## config.mk

```make
export PLATFORM = sky130hd
export DESIGN_NAME = gbp_ram
export DESIGN_NICKNAME = d
export VERILOG_FILES = /design/src/rtl/core/gbp_ram.sv
export SDC_FILE = /design/constraint.sdc
export NUM_CORES = 2
export LEC_CHECK = 0
export BUFFER_PORTS_ARGS = -buffer_cell sky130_fd_sc_hd__buf_2
export CORE_MARGIN = 8
export CORE_UTILIZATION = 40
export DETAILED_ROUTE_END_ITERATION = 12
export GPL_TIMING_DRIVEN = 1
export HOLD_SLACK_MARGIN = 0.1
export PLACE_DENSITY = 0.54
export SLEW_MARGIN = 20
export SYNTH_ARGS = -nofsm -noshare
export SYNTH_HDL_FRONTEND = slang
export SYNTH_SLANG_ARGS = --single-unit
```

## constraint.sdc

```tcl
create_clock -name clk -period 3.35 [get_ports clk]
set_clock_uncertainty 0.05 [all_clocks]
set_input_delay 0.1675 -clock clk [delete_from_list [all_inputs] [get_ports clk]]
set_output_delay 0.1675 -clock clk [all_outputs]
set_load 0.03 [all_outputs]
```

## src/rtl/core/gbp_ram.sv

```systemverilog
// Generic single-clock RAM: one write port, one read port, registered read data.
module gbp_ram #(
  parameter int WIDTH = 8,
  parameter int DEPTH = 256
) (
  input  logic                     clk,
  input  logic                     we,
  input  logic [$clog2(DEPTH)-1:0] waddr,
  input  logic [WIDTH-1:0]         wdata,
  input  logic                     re,
  input  logic [$clog2(DEPTH)-1:0] raddr,
  output logic [WIDTH-1:0]         rdata
);

  logic [WIDTH-1:0] mem [DEPTH];

  // Write port and registered read port
  always_ff @(posedge clk) begin
    if (we) begin
      mem[waddr] <= wdata;
    end
    if (re) begin
      rdata <= mem[raddr];
    end
  end

endmodule

```

==> results.sh <==
export IMPL_insertion_delay_ns=0.86
export IMPL_synth_cells=3733
export IMPL_multi_input_area_mm2=0.01653
export IMPL_layout_commonest_cell="edfxtp_1"
export IMPL_ys_warn_count=0
export IMPL_grt_use_total_pct=19.65
export IMPL_boundaryPins=35
export IMPL_finalMaxSlewViolations=0
export IMPL_num_vias=39770
export IMPL_crit_required_ns=3.86
export IMPL_viasPerCell=5.694
export IMPL_syn_avg_cell_area_um2=21.33
export IMPL_finalHoldViolCount=0
export IMPL_crit_path_max_incr_delay_ns=0.61
export IMPL_syn_nets=3760
export IMPL_ant_nets=0
export IMPL_io_buffers=34
export IMPL_rsz0062_at_grt="no"
export IMPL_fillCellCount=16380
export IMPL_synth_edff_count=2056
export IMPL_path_class="reg2reg"
export IMPL_clk_path_buf_depth=3
export IMPL_grt_start_max_net_pins=125
export IMPL_status="completed"
export IMPL_ir_drop_v=0.0005875
export IMPL_synth_top_cell_area_share_pct=77.53
export IMPL_area_growth_pct=16.10
export IMPL_grt_pass1_vias=40320
export IMPL_cts_sinks=2056
export IMPL_slowest_stage="a211oi_1"
export IMPL_grt_pass1_wl_um=302600
export IMPL_ys_ff_latch=2056
export IMPL_route_detailed_drc=0
export IMPL_holdCritPathClass="in2reg"
export IMPL_synth_ff_type="edfxtp_1"
export IMPL_synth_area_mm2=0.07964
export IMPL_dieWidth_um=462.2
export IMPL_relSlewSlack_pct=23.47
export IMPL_overflow=0
export IMPL_antenna_found_initial=8
export IMPL_ys_seq_area_share_pct=77.53
export IMPL_start_kind="flip-flop"
export IMPL_powerDensity_mw_per_mm2=587.8
export IMPL_cp_num_buf_inv=2
export IMPL_final_cell_mix="edfxtp_1, mux4_2, buf_4"
export IMPL_fin_nets=4195
export IMPL_cpLargestDelayFamily="compound AO/OA/AOI/OAI gates"
export IMPL_crit_path_max_fanout=1
export IMPL_h_tree_depth=4
export IMPL_async_reset_ff_share_pct=0
export IMPL_wirelength_um=212600
export IMPL_total_power_mw=54.35
export IMPL_firstDrtPassIters=5
export IMPL_gp_congestion=0.8210
export IMPL_start_util_pct=40.30
export IMPL_crit_chain="mux4_2 -> a22o_1 -> a221oi_1 -> buf_4 -> o221ai_1 -> a211oi_1 -> buf_4 -> nor4_1"
export IMPL_synthDistinctLibCells=54
export IMPL_fin_util_pct=46.78
export IMPL_die_h_um=462.2
export IMPL_wl_per_cell_um=30.44
export IMPL_period_needed_ns=2.941
export IMPL_max_cap_violations=0
export IMPL_cpMostUsedCell="buf_4"
export IMPL_synth_area_leaders="edfxtp_1, mux4_2, mux2i_1"
export IMPL_setup_viol=0
export IMPL_tightestPinTransition_ns=1.145
export IMPL_core_mm2=0.1976
export IMPL_clkTransAtPathRegs_ns=0.06
export IMPL_synth_top_area_cell="edfxtp_1"
export IMPL_dp_hpwl_um=134200
export IMPL_clockRootBuffer="clkbuf_16"
export IMPL_rows=163
export IMPL_cts_resized_gates=0
export IMPL_cts_buffers=210
export IMPL_worstPathArrival_ns=3.45
export IMPL_cts_tree="done"
export IMPL_die_area_mm2=0.2136
export IMPL_sequential_cell_area_mm2=0.06174
export IMPL_max_freq_mhz=340.1
export IMPL_leakagePower_nw=29.06
export IMPL_final_layout_size_suffix_gt1_share_pct=27.65
export IMPL_end_kind="flip-flop"
export IMPL_drt_initial_drc_count=4719
export IMPL_fin_crit_sh_pct=87.78
-- sequential cells by signal (all words and copies together) (netlist names) --
register / count
mem: 2048
rdata: 8
-- routing by layer --
layer | GRT usage (%) | part of all wire (%)
met1 | 28.34 | 44
met2 | 31.63 | 48
met3 | 2.947 | 6.2
met4 | 5.003 | 2.4
met5 | 0 | 0
-- tightest hold or removal path: cells and delay by family --
kind                   cells  cell delay (ns)
and+or+nand+nor            2             0.36
buffers and inverters      2             0.44
-- cell usage after synthesis (2+ instances only) --
library cell / number
edfxtp_1: 2056
mux4_2: 454
nor2_1: 282
mux2i_1: 134
a22oi_1: 133
clkbuf_1: 111
a21oi_1: 96
o221ai_1: 46
nand3_1: 34
nand2_1: 33
buf_2: 31
nor2b_1: 31
o22ai_1: 28
buf_4: 27
nor4_1: 24
buf_1: 22
nor3_1: 22
buf_6: 21
a211oi_1: 16
a221oi_1: 13
buf_8: 13
nand4_1: 10
o211ai_1: 10
o21ai_0: 10
a22o_1: 8
buf_12: 8
nand2b_1: 8
and2_1: 6
o22a_1: 5
o32ai_1: 4
or2_2: 4
nor4_2: 3
a2111oi_0: 2
a2111oi_1: 2
a311oi_1: 2
a31oi_1: 2
and3b_1: 2
mux4_1: 2
nand3b_1: 2
o21ai_1: 2
-- metrics by stage --
stage	instances	worst slack (ns)	hold slack (ns)	TNS [ns]	cell area (µm²)
finish	6985	0.4093	0.2950	0	92460
floorplan	3733	1.056	0.2164	0	79640
detailed placement	6577	-0.3464	0.5620	-1.096	85510
CTS	6983	0.3357	0.2234	0	92450
global route	6984	0.2841	0.2535	0	92450
global placement	6577	-0.4079	0.5758	-1.150	85510
-- power by group --
| group | total, mW | internal (mW) | switching, mW | leakage (nW) |
|---|---|---|---|---|
| Clock | 23.1 | 13.2 | 9.89 | 3.27 |
| Sequential | 28.4 | 28.4 | 0.0377 | 18.5 |
| Combinational | 2.82 | 1.03 | 1.79 | 7.30 |
-- final cells by class --
| class | instances | share of cell area [%] |
|---|---|---|
| sequential | 2056 | 66.78 |
| multi-input combinational | 1442 | 17.88 |
| clock buffer | 269 | 5.992 |
| timing repair buffer | 456 | 4.452 |
| tap | 2640 | 3.573 |
| clock inverter | 118 | 1.314 |
| inverter | 2 | 0.008120 |
| antenna | 2 | 0.005413 |
-- path summary, 6_finish.rpt --
check,start,cells past startpoint,to,slack (ns)
setup / recovery,mem[27][5]$_DFFE_PP_,8,rdata[5]$_DFFE_PP_,0.41
hold / removal,we,4,mem[192][5]$_DFFE_PP_,0.30
setup reg to reg,mem[27][5]$_DFFE_PP_,8,rdata[5]$_DFFE_PP_,0.41
hold reg to reg,mem[50][2]$_DFFE_PP_,6,rdata[2]$_DFFE_PP_,1.15
-- kinds of logic after synthesis --
group,Yosys count,share of synthesized area (%)
flops,2056,77.53
simple gates,466,2.625
compound gates,385,3.416
buf+inv,235,1.829
mux,591,14.60
-- what timing repair did --
action                     CTS  global route
setup buffers                0             0
hold buffers                19             0
hold endpoints to repair  1369             0
(Power assumes the default switching activity.)
